`src/rtl/core/rpe_pkg.sv`:
```
`default_nettype none

package rpe_pkg;

	// Element pairs addressable by the pair index port.
	localparam int PAIRS = 64;

	// Rotation steps of the CORDIC array.
	localparam int CORDIC_STEPS = 24;

	// log2(500000) in Q.32 and 1/(2*pi) in Q0.32.
	localparam logic [63:0] LOG2_BASE_Q32     = 64'd81310467867;
	localparam logic [63:0] TURNS_PER_RAD_Q32 = 64'd683565276;

	// Largest integer exponent that still leaves a nonzero increment.
	localparam logic [31:0] MAX_EXP_INT = 32'd38;

	// Start value of the CORDIC x register, Q2.30, prescaled by the inverse gain.
	localparam logic signed [33:0] CORDIC_GAIN = 34'sd652032874;

	// Step angles in Q0.32 turns.
	localparam logic signed [31:0] ATAN_TURNS [CORDIC_STEPS] = '{
		32'sd536870912, 32'sd316933406, 32'sd167458907, 32'sd85004756,
		32'sd42667331,  32'sd21354465,  32'sd10679838,  32'sd5340245,
		32'sd2670163,   32'sd1335087,   32'sd667544,    32'sd333772,
		32'sd166886,    32'sd83443,     32'sd41722,     32'sd20861,
		32'sd10430,     32'sd5215,      32'sd2608,      32'sd1304,
		32'sd652,       32'sd326,       32'sd163,       32'sd81
	};

	// The two samples of one element pair, carried alongside the angle work.
	typedef struct packed {
		logic signed [15:0] x_first;
		logic signed [15:0] x_second;
	} pair_t;

	// Floor square root, used only while the increment table is elaborated.
	function automatic logic [63:0] isqrt64(input logic [63:0] num);
		logic [63:0] n;
		logic [63:0] res;
		logic [63:0] b;
		n   = num;
		res = '0;
		b   = 64'd1 << 62;
		while (b > n)
			b = b >> 2;
		while (b != 64'd0) begin
			if (n >= res + b) begin
				n   = n - (res + b);
				res = (res >> 1) + b;
			end else begin
				res = res >> 1;
			end
			b = b >> 2;
		end
		return res;
	endfunction

	// Phase increment in Q0.40 turns per position for a Q.32 exponent e,
	// where the frequency is 2^-e radians per position.
	function automatic logic [39:0] phase_inc(input logic [63:0] e);
		logic [63:0] frac;
		logic [63:0] m;
		logic [63:0] t;
		logic [63:0] r;
		logic [5:0]  ip;
		if (e[63:32] > MAX_EXP_INT)
			return '0;
		ip   = e[37:32];
		frac = {32'd0, e[31:0]};
		m    = 64'h0000_0001_0000_0000;
		t    = isqrt64(64'h8000_0000_0000_0000);
		for (int k = 1; k <= 32; k++) begin
			if (frac[32 - k])
				m = (m * t + 64'h0000_0000_8000_0000) >> 32;
			t = isqrt64(t << 32);
		end
		r = (m * TURNS_PER_RAD_Q32 + (64'd1 << (7'd23 + {1'b0, ip}))) >> (7'd24 + {1'b0, ip});
		return r[39:0];
	endfunction

endpackage

`default_nettype wire

```
`src/rtl/core/rpe_rotate.sv`:
```
`default_nettype none

module rpe_rotate (
	input  wire logic                 clk,
	input  wire logic                 arst_n,
	input  wire logic                 en,
	input  wire logic                 valid_i,
	input  wire logic signed [15:0]   cos_i,
	input  wire logic signed [15:0]   sin_i,
	input  wire rpe_pkg::pair_t       pair_i,
	output logic                      valid_o,
	output logic signed [15:0]        y_first,
	output logic signed [15:0]        y_second,
	output logic                      clipped
);

	logic                 v_s1, v_s2;
	logic signed [31:0]   fc_s1, ss_s1, sc_s1, fs_s1;
	logic signed [15:0]   yf_s2, ys_s2;
	logic                 clip_s2;

	logic signed [32:0]   acc_f, acc_s;
	logic signed [32:0]   rf, rs;
	logic signed [15:0]   yf_d, ys_d;
	logic                 clip_f, clip_s;

	assign acc_f = 33'(fc_s1) - 33'(ss_s1);
	assign acc_s = 33'(sc_s1) + 33'(fs_s1);
	assign rf    = (acc_f + 33'sd16384) >>> 15;
	assign rs    = (acc_s + 33'sd16384) >>> 15;

	always_comb begin
		clip_f = 1'b1;
		if (rf > 33'sd32767)
			yf_d = 16'sh7fff;
		else if (rf < -33'sd32768)
			yf_d = 16'sh8000;
		else begin
			yf_d   = rf[15:0];
			clip_f = 1'b0;
		end
		clip_s = 1'b1;
		if (rs > 33'sd32767)
			ys_d = 16'sh7fff;
		else if (rs < -33'sd32768)
			ys_d = 16'sh8000;
		else begin
			ys_d   = rs[15:0];
			clip_s = 1'b0;
		end
	end

	always_ff @(posedge clk or negedge arst_n) begin
		if (!arst_n) begin
			v_s1 <= 1'b0;
			v_s2 <= 1'b0;
		end else if (en) begin
			v_s1 <= valid_i;
			v_s2 <= v_s1;
		end
	end

	always_ff @(posedge clk) begin
		if (en) begin
			fc_s1   <= pair_i.x_first * cos_i;
			ss_s1   <= pair_i.x_second * sin_i;
			sc_s1   <= pair_i.x_second * cos_i;
			fs_s1   <= pair_i.x_first * sin_i;
			yf_s2   <= yf_d;
			ys_s2   <= ys_d;
			clip_s2 <= clip_f | clip_s;
		end
	end

	assign valid_o  = v_s2;
	assign y_first  = yf_s2;
	assign y_second = ys_s2;
	assign clipped  = clip_s2;

endmodule

`default_nettype wire

```
`config.mk`:
```
export PLATFORM = sky130hd
export DESIGN_NAME = rpe_rotate
export DESIGN_NICKNAME = d
export VERILOG_FILES = /design/src/rtl/core/rpe_pkg.sv /design/src/rtl/core/rpe_rotate.sv
export SDC_FILE = /design/constraint.sdc
export NUM_CORES = 2
export LEC_CHECK = 0
export ABC_AREA = 1
export BUFFER_PORTS_ARGS = -buffer_cell sky130_fd_sc_hd__buf_2
export CORE_ASPECT_RATIO = 0.8
export CORE_UTILIZATION = 50
export CTS_CLUSTER_SIZE = 16
export DETAILED_ROUTE_END_ITERATION = 16
export PLACE_DENSITY = 0.66
export SLEW_MARGIN = 25
export SYNTH_ARGS = -nofsm -noshare
export SYNTH_HDL_FRONTEND = slang
export SYNTH_SLANG_ARGS = --single-unit
```
`constraint.sdc`:
```
create_clock -name clk -period 3.3 [get_ports clk]
set_input_delay 0.495 -clock clk [delete_from_list [all_inputs] [get_ports clk]]
set_output_delay 0.495 -clock clk [all_outputs]
set_load 0.03 [all_outputs]
```
# [After elaboration in Yosys (flattened, before gate mapping)]
# Cells that the tools add are included.
[classes] addsub=4 bitwise_logic=1 magnitude_cmp=4 mul=4 muxes=6
[op_table] operator="$mul A16 B16 Y32" count=4
[op_table] operator="$add A33 B16 Y33 const B" count=2
[op_table] operator="$gt A18 B16 Y1 const B" count=2
[op_table] operator="$lt A18 B16 Y1 const B" count=2
[op_table] operator="$add A32 B32 Y33" count=1
[op_table] operator="$sub A32 B32 Y33" count=1
[op_table] operator="$mux W16" count=2
[op_table] operator="$mux W1" count=4
[op_table] operator="$or A1 B1 Y1" count=1
[word_totals] in_bits=68 elab_cells=28 out_inout_bits=34 register_bits=163

# [Depth between registers and ports, before layout]
[depth] depth_word=6 depth_mapped=27 depth_no_buf=26

# [Worst setup path before layout]
# No wires, ideal clock.
[synth_path] path_kind="input -> register" from="in pair_i[15] (netlist name)" to="reg ss_s1[30] (data pin)" arrival_ps=5569 path_slack_ps=-2521 setup_ps=253 n_path_buf=1 t_required_ps=3047 stages=20 cell_sequence="clkbuf_1 nand2_1 inv_1 fa_1 fa_1 inv_1 fa_1 inv_1 fa_1 inv_1 fa_1 inv_1 fa_1 ha_1 inv_1 nor3_1 inv_1 o221a_2 nand3_1 nand2_1"
[synth_between] elab_chain_cells=1
[synth_rtl] item="from (decl)" line="rpe_rotate.sv:10" rtl="input wire rpe_pkg::pair_t pair_i,"
[synth_rtl] item="$mul A16 B16 Y32" line="rpe_rotate.sv:66" rtl="ss_s1 <= pair_i.x_second * sin_i;"
[synth_rtl] item="to (signal assigned)" line="rpe_rotate.sv:66"
[synth_rtl] item="to (decl)" line="rpe_rotate.sv:18" rtl="logic signed [31:0] fc_s1, ss_s1, sc_s1, fs_s1;"
# Every way passes these cells.
# A chain may end at the register's enable or synchronous reset.

# [Worst setup path in the final report]
[layout_path] from="in pair_i[7] (netlist name)" to="reg ss_s1[28] (data pin)"
# The elaborated chain is that of the path after synthesis.

==> Implementation_results.wiki <==
{| class="wikitable"
! Metric !! Value
|-
| Vertical extent of the die || 287.4 um
|-
| Detail-routed net length per standard cell || 17.62 um
|-
| Worst slack at placement || -2.758 ns
|-
| Post-DP HPWL || 120.2 mm
|-
| GRT Residual Overflow || 0
|-
| Unique masters post-synth || 47
|-
| Number of setup violations in the final report || 112
|-
| Worst Hold Class || in -> reg
|-
| Mean instance size in the synthesized netlist || 8.088 um2
|-
| Number of standard cells after synthesis || 6293
|-
| Insertion delay of the later-clocked pin in the worst-skew pair || 0.52 ns
|-
| Most instantiated library cell after synthesis || inv_1
|-
| Clock Tree Root || clkbuf_16
|-
| Top cell family by delay on the critical path || adder cells
|-
| Arrival time of the worst setup path || 5.58 ns
|-
| Cell area after placement || 0.06077 mm2
|-
| Critical Setup Path Class || in -> reg
|-
| Max Slew Vio Count || 0
|-
| Cell occurring most often along the worst timing path || fa_1
|-
| Synthesized area || 0.05090 mm2
|-
| Largest cells by area after synthesis || fa_1 41%, inv_1 14%, nand2_1 11%
|-
| Peak Freq || 188.3 MHz
|-
| Total length of routed wires || 147.9 mm
|-
| Last weighted congestion value of the routability-driven placer || 0.9286
|-
| Fill cell total of the finished layout || 8335
|-
| Total Nets Final || 8623
|-
| Maximum level of the CTS H-tree || 4
|-
| Max stage delay cell, worst path || fa_1
|-
| Max-slew headroom at the worst pin || 47.62%
|-
| Non-filler cells, final || 8395
|-
| Post-layout utilization of the core || 64.55%
|-
| Placed Instances || 8255
|-
| Number of remaining DRC errors || 0
|-
| Number of vias after detailed routing || 42420
|-
| Drt first pass iters || 6
|-
| Antenna violations before repair || 2
|-
| Most common flop cell mapped by yosys || edfxtp_1
|-
| Final WS setup || -2.011 ns
|-
| Worst path bufs/invs || 8
|-
| Number of flops mapped to enable cells by yosys || 161
|-
| Startpoint class of the critical path || input port
|-
| Clock input transition at the sequential cells of the worst setup and hold paths || 0.08 ns
|-
| Final Critical Period || 5.311 ns
|-
| Width of the die || 358.7 um
|-
| Area enclosed by the die boundary || 0.1031 mm2
|-
| Worst Clk Skew || 0.02171 ns
|-
| Starting utilization of the core area || 50.53%
|-
| Core area || 0.1007 mm2
|-
| Result of the run || finished, violations left
|-
| Crit-path max cell delay || 0.57 ns
|-
| Final Hold Fails || 0
|-
| Via count of the first global-routing pass || 43670
|-
| Unrepaired setup endpoints after global routing || yes
|-
| Number of nets produced by synthesis || 7859
|-
| Fraction of registers with async set or reset after synthesis || 1.227%
|-
| I/O pins || 102
|-
| Row cnt || 104
|-
| Fin crit share || 160.9%
|-
| Highest fanout seen on the critical path || 6
|-
| Total number of clock tree sinks || 163
|-
| Pin count of the biggest net entering global routing || 65
|-
| Violated checks || setup timing
|-
| GRT Resource Usage Total || 29.21%
|-
| TritonCTS buffer count || 17
|-
| Sequential element share of the synthesized area || 9.598%
|-
| Antenna diode count || 0
|-
| Cell taking the most area after synthesis || fa_1
|-
| Vias per inst || 5.052
|-
| Routed Antenna Nets || 0
|-
| Yosys warns || 0
|-
| P&R area growth vs syn || 27.73%
|-
| Number of flip-flops and latches in the synthesized netlist || 163
|-
| Fraction of layout instances using a drive strength above 1 || 25.47%
|-
| List of most frequent post-synthesis cells || 1919 x inv_1, 1544 x nand2_1, 1048 x fa_1
|-
| CP required || 3.57 ns
|-
| First-pass GRT wire length || 233.2 mm
|-
| Fin area || 0.06501 mm2
|-
| Capturing element type of the critical path || flip-flop
|-
| Detailed router's first-iteration violation count || 3089
|-
| Worst path cell trace || buf_12, buf_16, buf_6, buf_4, nand2_1, inv_1, fa_1, fa_1, fa_1, fa_1, fa_1, inv_1, fa_1, inv_1, ha_4, a21oi_4, buf_6, o21ai_1, nand4_1, o211ai_1, a21oi_1, nand2_2, xor2_1
|-
| Fraction of post-synthesis cell area in the top cell type by area || 41.22%
|-
| Number of port buffers || 101
|-
| Pin slew with the least headroom to its limit || 0.7857 ns
|-
| TritonCTS clock tree || yes
|-
| Max-cap violations || 0
|-
| Clock buffer depth || 2
|}
-- worst paths after layout --
path / start / to / slack, ns / cells past startpoint
setup / recovery: pair_i[7] / ss_s1[28] / -2.01 / 23
hold / removal: valid_i / v_s1 / 0.20 / 3
setup reg to reg: ss_s1[25] / y_first[0] / -0.07 / 14
hold reg to reg: v_s1 / valid_o / 0.51 / 2
max in group asynchronous: arst_n / v_s1 / 2.90 / 2
min in group asynchronous: arst_n / valid_o / 0.31 / 2
-- kinds of logic (layout without fill, tap and decap cells) --
| family | Yosys count | in the layout | synth area share, % |
|---|---|---|---|
| flip-flops | 163 | 163 | 9.598 |
| adder cells (fa/ha/maj) | 1498 | 1498 | 52.29 |
| AO/OA/AOI/OAI | 391 | 391 | 4.464 |
| buffers and inverters | 2119 | 2896 | 15.69 |
| XOR/XNOR | 161 | 161 | 2.771 |
| AND/OR/NAND/NOR | 1961 | 1961 | 15.20 |
-- routing by layer --
| layer | GRT usage, % | share of wire [%] |
|---|---|---|
| met2 | 42.88 | 42 |
| met1 | 44.12 | 45 |
| met4 | 4.958 | 1.5 |
| met5 | 0 | 0.020 |
| met3 | 7.035 | 11 |
-- sequential cells by signal, summed over array words and instances (netlist names) --
name,cells
y_first,16
fc_s1,32
ss_s1,32
v_s1,1
valid_o,1
fs_s1,32
y_second,16
clipped,1
sc_s1,32
-- cells in the final DEF (no fill, tap or decap), types with 24 or more instances in the layout --
cell type	count
a21o_1	24
a21oi_1	81
a21oi_2	67
a21oi_4	36
buf_12	62
buf_2	50
buf_4	698
buf_6	85
clkbuf_16	25
edfxtp_1	161
fa_1	978
fa_2	70
ha_1	334
ha_4	103
inv_1	1767
inv_2	148
nand2_1	1382
nand2_2	105
nand2_4	68
nand3_1	64
nand4_1	27
nor2_1	165
nor2_2	39
o21ai_0	43
o21ai_1	26
o21ai_2	39
xnor2_1	64
xor2_1	79
-- per-stage QoR --
| stage | hold slack, ns | TNS, ns |
|---|---|---|
| after floorplan | 0.1994 | -158.99 |
| after global placement | 0.2793 | -245.50 |
| after detailed placement | 0.2831 | -249.37 |
| after CTS | 0.1730 | -163.78 |
| after global routing | 0.2071 | -184.37 |
| final | 0.2009 | -168.78 |
-- timing repair --
item	in CTS	in global routing
endpoints found under the hold margin	2	0
pin swaps	201	205
resized for setup	409	270
setup buffers	66	29
hold buffers	1	0
setup endpoints to repair	108	124
cloned	9	9
-- worst register-to-register path, cell delays in order (launching register included) --
cell and delay, ns:
edfxtp_1 0.36, inv_1 0.25, ha_1 0.31, ha_1 0.45, nand2_1 0.17, nor2_1 0.21
and2_1 0.22, and3_1 0.16, nand2_1 0.13, nand2_1 0.09, nand2_1 0.06, nand2_2 0.07
nor2_2 0.05, nor2_4 0.35, o21ai_0 0.21
-- cell type report --
cell class,instances,area [um2],share of cell area (%)
clock inverters,15,147.6,0.2271
clock buffers,17,425.4,0.6544
inverters,1925,7261,11.17
repair buffers,939,8584,13.20
multi-input cells,4011,42050,64.68
well taps,1325,1658,2.550
flip-flops and latches,163,4885,7.514
Power is left out: the tool's default activity adds up to more than one toggle a clock period on the data nets, which glitch-free logic cannot reach.
