`src/rtl/core/rpe_pkg.sv`:
```
`default_nettype none

package rpe_pkg;

	// Element pairs addressable by the pair index port.
	localparam int PAIRS = 64;

	// Rotation steps of the CORDIC array.
	localparam int CORDIC_STEPS = 24;

	// log2(500000) in Q.32 and 1/(2*pi) in Q0.32.
	localparam logic [63:0] LOG2_BASE_Q32     = 64'd81310467867;
	localparam logic [63:0] TURNS_PER_RAD_Q32 = 64'd683565276;

	// Largest integer exponent that still leaves a nonzero increment.
	localparam logic [31:0] MAX_EXP_INT = 32'd38;

	// Start value of the CORDIC x register, Q2.30, prescaled by the inverse gain.
	localparam logic signed [33:0] CORDIC_GAIN = 34'sd652032874;

	// Step angles in Q0.32 turns.
	localparam logic signed [31:0] ATAN_TURNS [CORDIC_STEPS] = '{
		32'sd536870912, 32'sd316933406, 32'sd167458907, 32'sd85004756,
		32'sd42667331,  32'sd21354465,  32'sd10679838,  32'sd5340245,
		32'sd2670163,   32'sd1335087,   32'sd667544,    32'sd333772,
		32'sd166886,    32'sd83443,     32'sd41722,     32'sd20861,
		32'sd10430,     32'sd5215,      32'sd2608,      32'sd1304,
		32'sd652,       32'sd326,       32'sd163,       32'sd81
	};

	// The two samples of one element pair, carried alongside the angle work.
	typedef struct packed {
		logic signed [15:0] x_first;
		logic signed [15:0] x_second;
	} pair_t;

	// Floor square root, used only while the increment table is elaborated.
	function automatic logic [63:0] isqrt64(input logic [63:0] num);
		logic [63:0] n;
		logic [63:0] res;
		logic [63:0] b;
		n   = num;
		res = '0;
		b   = 64'd1 << 62;
		while (b > n)
			b = b >> 2;
		while (b != 64'd0) begin
			if (n >= res + b) begin
				n   = n - (res + b);
				res = (res >> 1) + b;
			end else begin
				res = res >> 1;
			end
			b = b >> 2;
		end
		return res;
	endfunction

	// Phase increment in Q0.40 turns per position for a Q.32 exponent e,
	// where the frequency is 2^-e radians per position.
	function automatic logic [39:0] phase_inc(input logic [63:0] e);
		logic [63:0] frac;
		logic [63:0] m;
		logic [63:0] t;
		logic [63:0] r;
		logic [5:0]  ip;
		if (e[63:32] > MAX_EXP_INT)
			return '0;
		ip   = e[37:32];
		frac = {32'd0, e[31:0]};
		m    = 64'h0000_0001_0000_0000;
		t    = isqrt64(64'h8000_0000_0000_0000);
		for (int k = 1; k <= 32; k++) begin
			if (frac[32 - k])
				m = (m * t + 64'h0000_0000_8000_0000) >> 32;
			t = isqrt64(t << 32);
		end
		r = (m * TURNS_PER_RAD_Q32 + (64'd1 << (7'd23 + {1'b0, ip}))) >> (7'd24 + {1'b0, ip});
		return r[39:0];
	endfunction

endpackage

`default_nettype wire

```
`src/rtl/core/rpe_phase.sv`:
```
`default_nettype none

module rpe_phase #(
	parameter int HEAD_LEN = 128
) (
	input  wire logic                 clk,
	input  wire logic                 arst_n,
	input  wire logic                 en,
	input  wire logic                 in_valid,
	input  wire logic [12:0]          position,
	input  wire logic [5:0]           pair_index,
	input  wire rpe_pkg::pair_t       pair_in,
	output logic                      valid_o,
	output logic [1:0]                quarter_o,
	output logic signed [31:0]        resid_o,
	output rpe_pkg::pair_t            pair_o
);

	// Per-pair phase increments, worked out at elaboration.
	logic [39:0] inc_rom [rpe_pkg::PAIRS];

	for (genvar gj = 0; gj < rpe_pkg::PAIRS; gj++) begin : g_inc
		localparam logic [63:0] EXP =
			(64'(2 * gj) * rpe_pkg::LOG2_BASE_Q32 + 64'(HEAD_LEN / 2)) / 64'(HEAD_LEN);
		localparam logic [39:0] INC = (gj < HEAD_LEN / 2) ? rpe_pkg::phase_inc(EXP) : 40'd0;
		assign inc_rom[gj] = INC;
	end

	logic                 v_s1, v_s2, v_s3;
	logic [39:0]          inc_s1;
	logic [12:0]          pos_s1;
	logic [31:0]          ph_s2;
	logic [1:0]           quarter_s3;
	logic signed [31:0]   resid_s3;
	rpe_pkg::pair_t       pair_s1, pair_s2, pair_s3;

	logic [39:0] ph_full;
	logic [31:0] ph_round;
	logic [1:0]  quarter_d;

	// Only the low 40 bits of the product matter: the phase wraps at one turn.
	assign ph_full   = 40'({27'd0, pos_s1}) * inc_s1;
	// Nearest quarter turn, leaving a residual within one eighth of a turn.
	assign ph_round  = ph_s2 + 32'h2000_0000;
	assign quarter_d = ph_round[31:30];

	always_ff @(posedge clk or negedge arst_n) begin
		if (!arst_n) begin
			v_s1 <= 1'b0;
			v_s2 <= 1'b0;
			v_s3 <= 1'b0;
		end else if (en) begin
			v_s1 <= in_valid;
			v_s2 <= v_s1;
			v_s3 <= v_s2;
		end
	end

	always_ff @(posedge clk) begin
		if (en) begin
			inc_s1     <= inc_rom[pair_index];
			pos_s1     <= position;
			pair_s1    <= pair_in;
			ph_s2      <= ph_full[39:8];
			pair_s2    <= pair_s1;
			quarter_s3 <= quarter_d;
			resid_s3   <= $signed(ph_s2 - {quarter_d, 30'd0});
			pair_s3    <= pair_s2;
		end
	end

	assign valid_o   = v_s3;
	assign quarter_o = quarter_s3;
	assign resid_o   = resid_s3;
	assign pair_o    = pair_s3;

endmodule

`default_nettype wire

```
`config.mk`:
```
export PLATFORM = sky130hd
export DESIGN_NAME = rpe_phase
export DESIGN_NICKNAME = d
export VERILOG_FILES = /design/src/rtl/core/rpe_pkg.sv /design/src/rtl/core/rpe_phase.sv
export SDC_FILE = /design/constraint.sdc
export NUM_CORES = 1
export LEC_CHECK = 0
export BUFFER_PORTS_ARGS = -buffer_cell sky130_fd_sc_hd__buf_4
export CAP_MARGIN = 20
export CORE_AREA = 2 2 191 193
export CTS_CLUSTER_DIAMETER = 120
export DETAILED_ROUTE_END_ITERATION = 8
export DIE_AREA = 0 0 193 195
export GPL_TIMING_DRIVEN = 0
export PLACE_DENSITY_LB_ADDON = 0.05
export SLEW_MARGIN = 30
export SYNTH_ARGS = -nofsm -noshare
export SYNTH_HDL_FRONTEND = slang
export SYNTH_SLANG_ARGS = --single-unit
```
`constraint.sdc`:
```
create_clock -name clk -period 6.15 [get_ports clk]
set_input_delay 0.9225 -clock clk [delete_from_list [all_inputs] [get_ports clk]]
set_output_delay 0.9225 -clock clk [all_outputs]
set_load 0.005 [all_outputs]
```
; ---- Word level (Yosys, flattened, before mapping)
; Memory sizes are Yosys's and may differ from the RTL's. A register that Yosys moved wholly into a read port is not among the register bits.
; Cells that the tools add are included.
[op_classes]
addsub = 2
mul = 1
bitwise_logic = 1
[op_table]
columns = op, count
row1 = multiplier 13 x 40 -> 40 bit, 1
row2 = adder 32 x 30 -> 32 bit (second input constant), 1
row3 = subtractor 32 bit, 1
row4 = NOT 6 -> 7 bit, 1
[word_totals]
register_bits = 178
romBits = 2560
input_bits = 55
out_inout_bits = 67
elab_cells = 18
n_memories = 1
[memory_table]
columns = memory, words, word_bits, rd, rd_ports_with_merged_regs, write_ports, line
row1 = (name not given), 64, 40, 1, 1, 0, rpe_phase.sv:61  ; inc_s1 <= inc_rom[pair_index];

; ---- Longest topological paths before layout
; Gate-level depths: netlist (run 1).
[depth]
word_depth = 2
depth_mapped = 21
ltp_nobuf = 19

; ---- Worst setup path before layout (run 1)
; No wires, ideal clock.
[synth_timing]
path_kind = register to register
from = reg pos_s1[1]
to = reg ph_s2[30] (data pin)
setup_ns = 0.256
t_arrival_ns = 5.141
required_ns = 5.894
setup_slack_ns = 0.753
stages_incl_launch_ff = 21
path_buffers = 3
period_less_slack_ns = 5.397
path_cell_list = edfxtp_1 -> clkbuf_1 -> clkbuf_1 -> nand2_1 -> fa_1 -> inv_1 -> fa_1 -> fa_1 -> fa_1 -> inv_1 -> fa_1 -> inv_1 -> ha_1 -> buf_2 -> o21a_1 -> o211ai_2 -> a211oi_2 -> o2111ai_1 -> o21bai_4 -> o21ba_1 -> o211a_1
[synth_via]
elab_chain_len = 1
[synth_rtl]
columns = item, line
row1 = "start, declared", rpe_phase.sv:31  ; logic [12:0] pos_s1;
row2 = "start signal, assigned", rpe_phase.sv:62  ; pos_s1 <= position;
row3 = multiplier 13 x 40 -> 40 bit, rpe_phase.sv:42  ; assign ph_full = 40'({27'd0, pos_s1}) * inc_s1;
row4 = named net ph_full[38], rpe_phase.sv:37  ; logic [39:0] ph_full;
row5 = "end signal, assigned", rpe_phase.sv:64  ; ph_s2 <= ph_full[39:8];
row6 = "end, declared", rpe_phase.sv:32  ; logic [31:0] ph_s2;
; The timed path passes the listed nets, and every way through them passes these cells.
; A chain may end at the register's enable or synchronous reset.

; ---- Worst setup path in the final report (run 1)
[layout_timing]
from = reg pos_s1[11]
to = reg ph_s2[31] (data pin)
; Same word-level chain as after synthesis.

==> impl_summary.txt, run 1 <==
----------------------------------------------------
[Run status]
  Outcome ... complete, no violations

[STA]
  Worst Clk Skew ... 0.0274 ns
  FMAX ... 167 MHz
  Transition time at the pin with the least slew margin ... 1.03 ns
  Max-slew violation total from the final report ... 0
  Final worst path period need ... 5.99 ns
  Final cycle utilization of the critical path ... 97.4%
  Tightest slew margin relative to the limit ... 30.8%
  Final number of hold-violating endpoints ... 0
  Final setup margin ... 0.157 ns
  # setup viols final ... 0

[Drt]
  Routed vias/inst ... 6.21
  DRC violation count after routing ... 0
  Total wire length after detailed routing ... 69.9 mm
  Via count ... 18100
  Detailed-router iteration count before antenna repair ... 7
  Number of nets with antenna violations after detailed routing ... 0
  Wire per inst ... 24.0 um
  Violation count after the first detailed-routing iteration ... 2031

[CTS]
  Clock insertion delay at the later pin of the skew report ... 0.57 ns
  Total CTS buffers ... 24
  Cell at the root of the clock tree ... clkbuf_16
  Htree depth ... 1
  Clock-pin slew of the registers on the worst-case setup and hold paths ... 0.06 ns
  Hold bufs inserted after CTS ... 0
  Clock Sinks ... 216
  Buffer depth of the longest clock path ... 3
  CTS tree ... done

[Floorplan]
  Area of the core region ... 35400 um^2
  Ports ... 122
  Row count ... 69
  Die W ... 193 um
  Full die area ... 37600 um^2
  Initial cell density of the core ... 63.5%
  Die height ... 195 um

[Synth]
  Seq/Total Area, Yosys ... 28.8%
  Area share of fa/ha/maj cells after synthesis ... 34.6%
  Number of enable-type register cells in the synthesized netlist ... 213
  Post-synthesis instance area ... 22500 um^2
  Mean instance size in the synthesized netlist ... 9.84 um^2
  Largest cells by area after synthesis ... fa_1 31%, edfxtp_1 28%, inv_1 6.4%
  Post-Syn Nets ... 2753
  Cell type with the largest total area after synthesis ... fa_1
  Xor/xnor cell area share of the yosys netlist ... 2.10%
  Syn. warnings ... 0
  Dominant register cell in the synthesized netlist ... edfxtp_1
  Number of flip-flops and latches in the synthesized netlist ... 216
  Leading cell type by number of instances after synthesis ... inv_1
  Synth Area in Compound Gates ... 9.54%
  Post-Synthesis Cells ... 2283
  Mux cell area share after synthesis ... 0.752%
  Area share of the largest cell type after synthesis ... 30.6%
  Library cells used by synthesis ... 81
  Largest family of logic cells by synthesized area ... adder cells
  Most frequent cells after synthesis ... 386 x inv_1, 359 x nand2_1, 343 x fa_1, 213 x edfxtp_1, 171 x and2_1
  Simple-gate share of the synthesized area ... 15.2%
  Fraction of registers with async set/reset ... 1.39%

[Place]
  Half-perimeter wire length after detailed placement ... 53.4 mm
  Routability congestion estimate ... 1.08
  Pre-CTS WS ... -0.419 ns
  I/O Buffers ... 120
  Number of cells in the design after placement ... 2866

[Layout]
  P&R area growth vs syn ... 10.7%
  Share of post-route cells with drive strength above 1 ... 11.1%
  Count of nets after finishing ... 2902
  End-of-flow core utilization ... 70.3%
  Final instance count without filler cells ... 2912

[Critical path]
  Type of the worst setup path ... reg2reg
  Crit. End Element ... register
  Startpoint class of the critical path ... register
  Worst EP required ... 6.43 ns
  Largest fanout on the critical path ... 10
  Arrival time of data at the critical path endpoint ... 6.27 ns
  Reg2reg path depth ... 19

[Run]
  Maxcap violations ... 0

[GRT]
  Number of global-route vias before repair ... 19200
  Aggregate global routing overflow ... 0
  Maximum number of pins on one net before global-route repair ... 102
  Antenna violations before repair ... 1
  First-pass GRT wire length ... 108 mm
  Global-route usage over all layers ... 38.5%

[Hold path]
  Class of the tightest hold or removal check ... in2async

----------------------------------------------------
[cell type report]
type                       count  area, um^2
sequential                   216        6470
inverter                     387        1450
multi-input combinational   1535       14000
tap                          461         577
fill                        2525       10500
timing repair buffer         126         993
clock inverter                15         109
antenna                        1        2.50
buffer                       142         627
clock buffer                  29         619
[what timing repair did]
item | 4_1_cts | 5_1_grt
setup endpoints to repair | 21 | 18
gates cloned | 0 | 0
setup buffers | 0 | 4
pin swaps | 0 | 3
gates resized for setup | 23 | 47
[layout by cell type, fill, tap and decap left out, types with 15 or more instances in the layout]
cell type  instances
inv_1            386
nand2_1          358
fa_1             343
edfxtp_1         213
and2_1           171
buf_4            126
o21ai_0           97
nor2_1            89
clkbuf_1          75
a21oi_1           74
ha_1              70
xnor2_1           37
clkbuf_2          27
buf_2             27
nor3_1            27
clkbuf_16         24
nand3_1           21
a31oi_1           21
xor2_1            17
a211oi_1          15
[worst max-delay path, cell delays in order (launching register included)]
cell      delay (ns)
edfxtp_1        0.42
clkbuf_2        0.31
clkbuf_2        0.34
nand2_1         0.16
fa_1            0.52
fa_1            0.50
inv_1           0.05
fa_1            0.46
fa_1            0.50
inv_1           0.06
fa_1            0.48
inv_1           0.05
ha_1            0.40
o21ai_1         0.19
a211oi_4        0.32
o311ai_4        0.19
nand3_2         0.19
a31oi_1         0.16
o41ai_2         0.26
xnor2_1         0.13
[sequential cells by signal, indices dropped and copies added (netlist names)]
register   flops
v_s1           1
inc_s1        38
pair_s1       32
pos_s1        13
valid_o        1
quarter_o      2
pair_o        32
resid_o       32
v_s2           1
pair_s2       32
ph_s2         32
[routing by layer]
layer	routed length, um	up-vias	global-route usage [%]
li1	-	7574	-
met1	24800	8841	48.6
met2	32100	1334	60.4
met3	7890	330	8.66
met4	5100	0	23.8
met5	0	-	0
[path summary, 6_finish.rpt]
check | from | slack [ns] | to
min reg2reg | ph_s2[6]$_DFFE_PP_ | 0.42 | resid_o[6]$_DFFE_PP_
max | pos_s1[11]$_DFFE_PP_ | 0.16 | ph_s2[31]$_DFFE_PP_
min | arst_n | 0.14 | v_s2$_DFFE_PN0P_
max reg2reg | pos_s1[11]$_DFFE_PP_ | 0.16 | ph_s2[31]$_DFFE_PP_
min in group clk | ph_s2[6]$_DFFE_PP_ | 0.42 | resid_o[6]$_DFFE_PP_
max in group asynchronous | arst_n | 5.92 | v_s1$_DFFE_PN0P_
[stage by stage]
| stage | hold slack, ns | cell area, um^2 | setup TNS [ns] |
|---|---|---|---|
| 6_report | 0.139 | 24900 | 0 |
| 3_3_place_gp | 0.401 | 23900 | -1.36 |
| 4_1_cts | 0.127 | 24800 | 0 |
| 5_1_grt | 0.126 | 24900 | -0.0226 |
| 2_1_floorplan | 0.400 | 22500 | 0 |
| 3_5_place_dp | 0.405 | 24000 | -4.08 |
[cells by family (layout without fill, tap and decap cells)]
kind of cell	after synthesis	after routing
muxes	10	10
adders and majority gates	415	415
xor gates and xnor gates	54	54
AOI/OAI and AO/OA	330	330
buffers and inverters	532	699
other	0	1
DFF	216	216
and+or+nand+nor	726	726
Power of run 1 is left out: the tool's default activity adds up to more than one toggle a clock period on the data nets, which glitch-free logic cannot reach.
==> run 2: changes to the inputs <==
--- a/config.mk
+++ b/config.mk
@@ -11,7 +11,7 @@
 export CTS_CLUSTER_DIAMETER = 120
 export DETAILED_ROUTE_END_ITERATION = 8
 export DIE_AREA = 0 0 193 195
-export GPL_TIMING_DRIVEN = 0
+export HOLD_SLACK_MARGIN = 0.06
 export PLACE_DENSITY_LB_ADDON = 0.05
 export SLEW_MARGIN = 30
 export SYNTH_ARGS = -nofsm -noshare
==> run 2 against run 1 <==
Non-clock buffer count shrank 114. Via count shrank 8.3%. Final cell count shrank 3.9%. Design area shrank 1.4%. Largest cell class unchanged. Critical path depth is the same. Clock skew shrank 0.0086 ns. Sequential share of layout area grew 0.37 points. Critical endpoint is now ph_s2[21]$_DFFE_PP_. Routed wire length shrank 19%. Core utilization shrank 0.98 points. Global-route usage shrank 7.6 points. First-iteration DRC count shrank 31%. Worst hold slack gained 0.026 ns.
==> impl_summary.txt, run 2 (synthesis gave the netlist of run 1 again) <==
----------------------------------------------------
[GRT]
  Met3 track demand over resource in global routing ... 4.55%
  Antenna violations before repair ... 1
  Number of global-route vias before repair ... 17100
  Global-route usage over all layers ... 30.9%
  Met1 Use GR ... 42.1%
  Maximum number of pins on one net before global-route repair ... 119
  Peak-usage layer in the global routing report ... met2
  Aggregate global routing overflow ... 0
  First-pass GRT wire length ... 90.2 mm
  GR met2 Demand/Resource ... 50.1%

[Layout]
  Share of post-route cells with drive strength above 1 ... 9.80%
  P&R area growth vs syn ... 9.17%
  Most frequent cells in the layout ... 386 x inv_1, 359 x nand2_1, 343 x fa_1
  Count of nets after finishing ... 2788
  Diode insertion count for antenna repair ... 0
  Post-route standard cell area excluding fillers ... 24500 um^2
  Number of flip-flops in the largest register ... 38
  Fill cell total of the finished layout ... 2712
  Register name with the most flops ... inc_s1
  Most frequent standard cell in the layout excluding fill and tap cells ... inv_1

[Place]
  Half-perimeter wire length after detailed placement ... 41.6 mm
  Placed cell area ... 23600 um^2
  Routability congestion estimate ... 0.958
  I/O Buffers ... 121

[STA]
  Max-slew violation total from the final report ... 0
  Final worst path period need ... 5.81 ns
  Worst Clk Skew ... 0.0188 ns
  # setup viols final ... 0
  RSZ-0062 raised after global routing ... false
  Tightest slew margin relative to the limit ... 36.9%
  Final cycle utilization of the critical path ... 94.5%
  FMAX ... 172 MHz
  Final number of hold-violating endpoints ... 0
  Transition time at the pin with the least slew margin ... 0.943 ns
  Accumulated negative setup slack ... 0 ns

[Floorplan]
  Full die area ... 37600 um^2
  Initial cell density of the core ... 63.5%
  Ports ... 122
  Area of the core region ... 35400 um^2
  Row count ... 69
  Die W ... 193 um
  Die height ... 195 um

[Critical path]
  Cell breakdown of the critical path ... buf_4 > and2_1 > fa_1 > inv_1 > fa_1 > inv_1 > fa_1 > fa_1 > inv_1 > fa_1 > inv_1 > ha_1 > nand2_1 > o21ai_1 > a41oi_2 > or4b_4 > nand2b_2 > a21oi_1 > xnor2_1
  Cell with the largest stage delay on the worst path ... or4b_4
  Startpoint class of the critical path ... register
  Type of the worst setup path ... reg2reg
  Arrival time of data at the critical path endpoint ... 6.09 ns
  Number of buffers and inverters on the critical path ... 5
  Largest fanout on the critical path ... 12
  Cell seen most often among critical-path stages ... fa_1
  Number of cells on the critical path ... 19
  Top cell family by delay on the critical path ... adder cells
  Worst EP required ... 6.43 ns
  Reg2reg path depth ... 19
  Crit path largest cell delay ... 0.66 ns
  Crit. End Element ... register

[Drt]
  Via count ... 16600
  Total wire length after detailed routing ... 56.5 mm
  DRC violation count after routing ... 0
  Wire per inst ... 20.2 um
  Number of nets with antenna violations after detailed routing ... 0
  Detailed-router iteration count before antenna repair ... 6
  Routed vias/inst ... 5.93
  Violation count after the first detailed-routing iteration ... 1410

[CTS]
  Buffer depth of the longest clock path ... 3
  Clock Sinks ... 216
  Cell at the root of the clock tree ... clkbuf_16
  Total CTS buffers ... 24
  CTS tree ... done
  Htree depth ... 1
  Clock insertion delay at the later pin of the skew report ... 0.54 ns
  Clock-pin slew of the registers on the worst-case setup and hold paths ... 0.06 ns

[Run status]
  Outcome ... complete, no violations

[Hold path]
  Class of the tightest hold or removal check ... in2async

[Run]
  Maxcap violations ... 0

----------------------------------------------------
## run 2: changes by cell type in the layout (fill, tap and decap cells not counted), sizes merged
cell	change
clkinv	-8
buf	-13
diode	-1
bufinv	+4
clkinvlp	-1
clkbuf	-96
## run 2: final timing paths
kind	startpoint	to	slack [ns]
max	pos_s1[7]$_DFFE_PP_	ph_s2[21]$_DFFE_PP_	0.34
min	arst_n	v_s1$_DFFE_PN0P_	0.16
max reg2reg	pos_s1[7]$_DFFE_PP_	ph_s2[21]$_DFFE_PP_	0.34
min reg2reg	pair_s2[17]$_DFFE_PP_	pair_o[17]$_DFFE_PP_	0.41
max in group asynchronous	arst_n	valid_o$_DFFE_PN0P_	5.88
min in group clk	pair_s2[17]$_DFFE_PP_	pair_o[17]$_DFFE_PP_	0.41
## run 2: metal layers
metal | wire, um | share of wire [%] | up-vias
met4 | 2200 | 3.9 | 2
met2 | 26900 | 48 | 876
met3 | 4600 | 8.1 | 151
met1 | 22800 | 40 | 8204
met5 | 9 | 0.016 | -
li1 | - | - | 7342
## run 2: layout make-up
class	instances	area (um^2)	area share, %
multi-input combinational	1535	14000	56.9
sequential	216	6470	26.4
inverter	387	1450	5.92
timing repair buffer	154	1220	4.96
clock buffer	34	679	2.77
tap	461	577	2.35
clock inverter	10	164	0.668
## run 2: timing repair
action                     in CTS  in global routing
resized for setup               0                  1
setup buffers                   0                  4
setup endpoints to repair       0                  6
hold buffers                    0                  0
## run 2: through the flow
stage	instances	setup WS (ns)	utilization [%]	hold slack (ns)
final	2797	0.339	69.3	0.164
after global routing	2797	0.0573	69.3	0.148
after CTS	2793	0.127	69.1	0.146
after detailed placement	2749	0.129	66.8	0.405
after global placement	2749	0.262	66.8	0.401
after floorplan	2283	0.753	-	0.400
Power of run 2 is left out for the same reason.
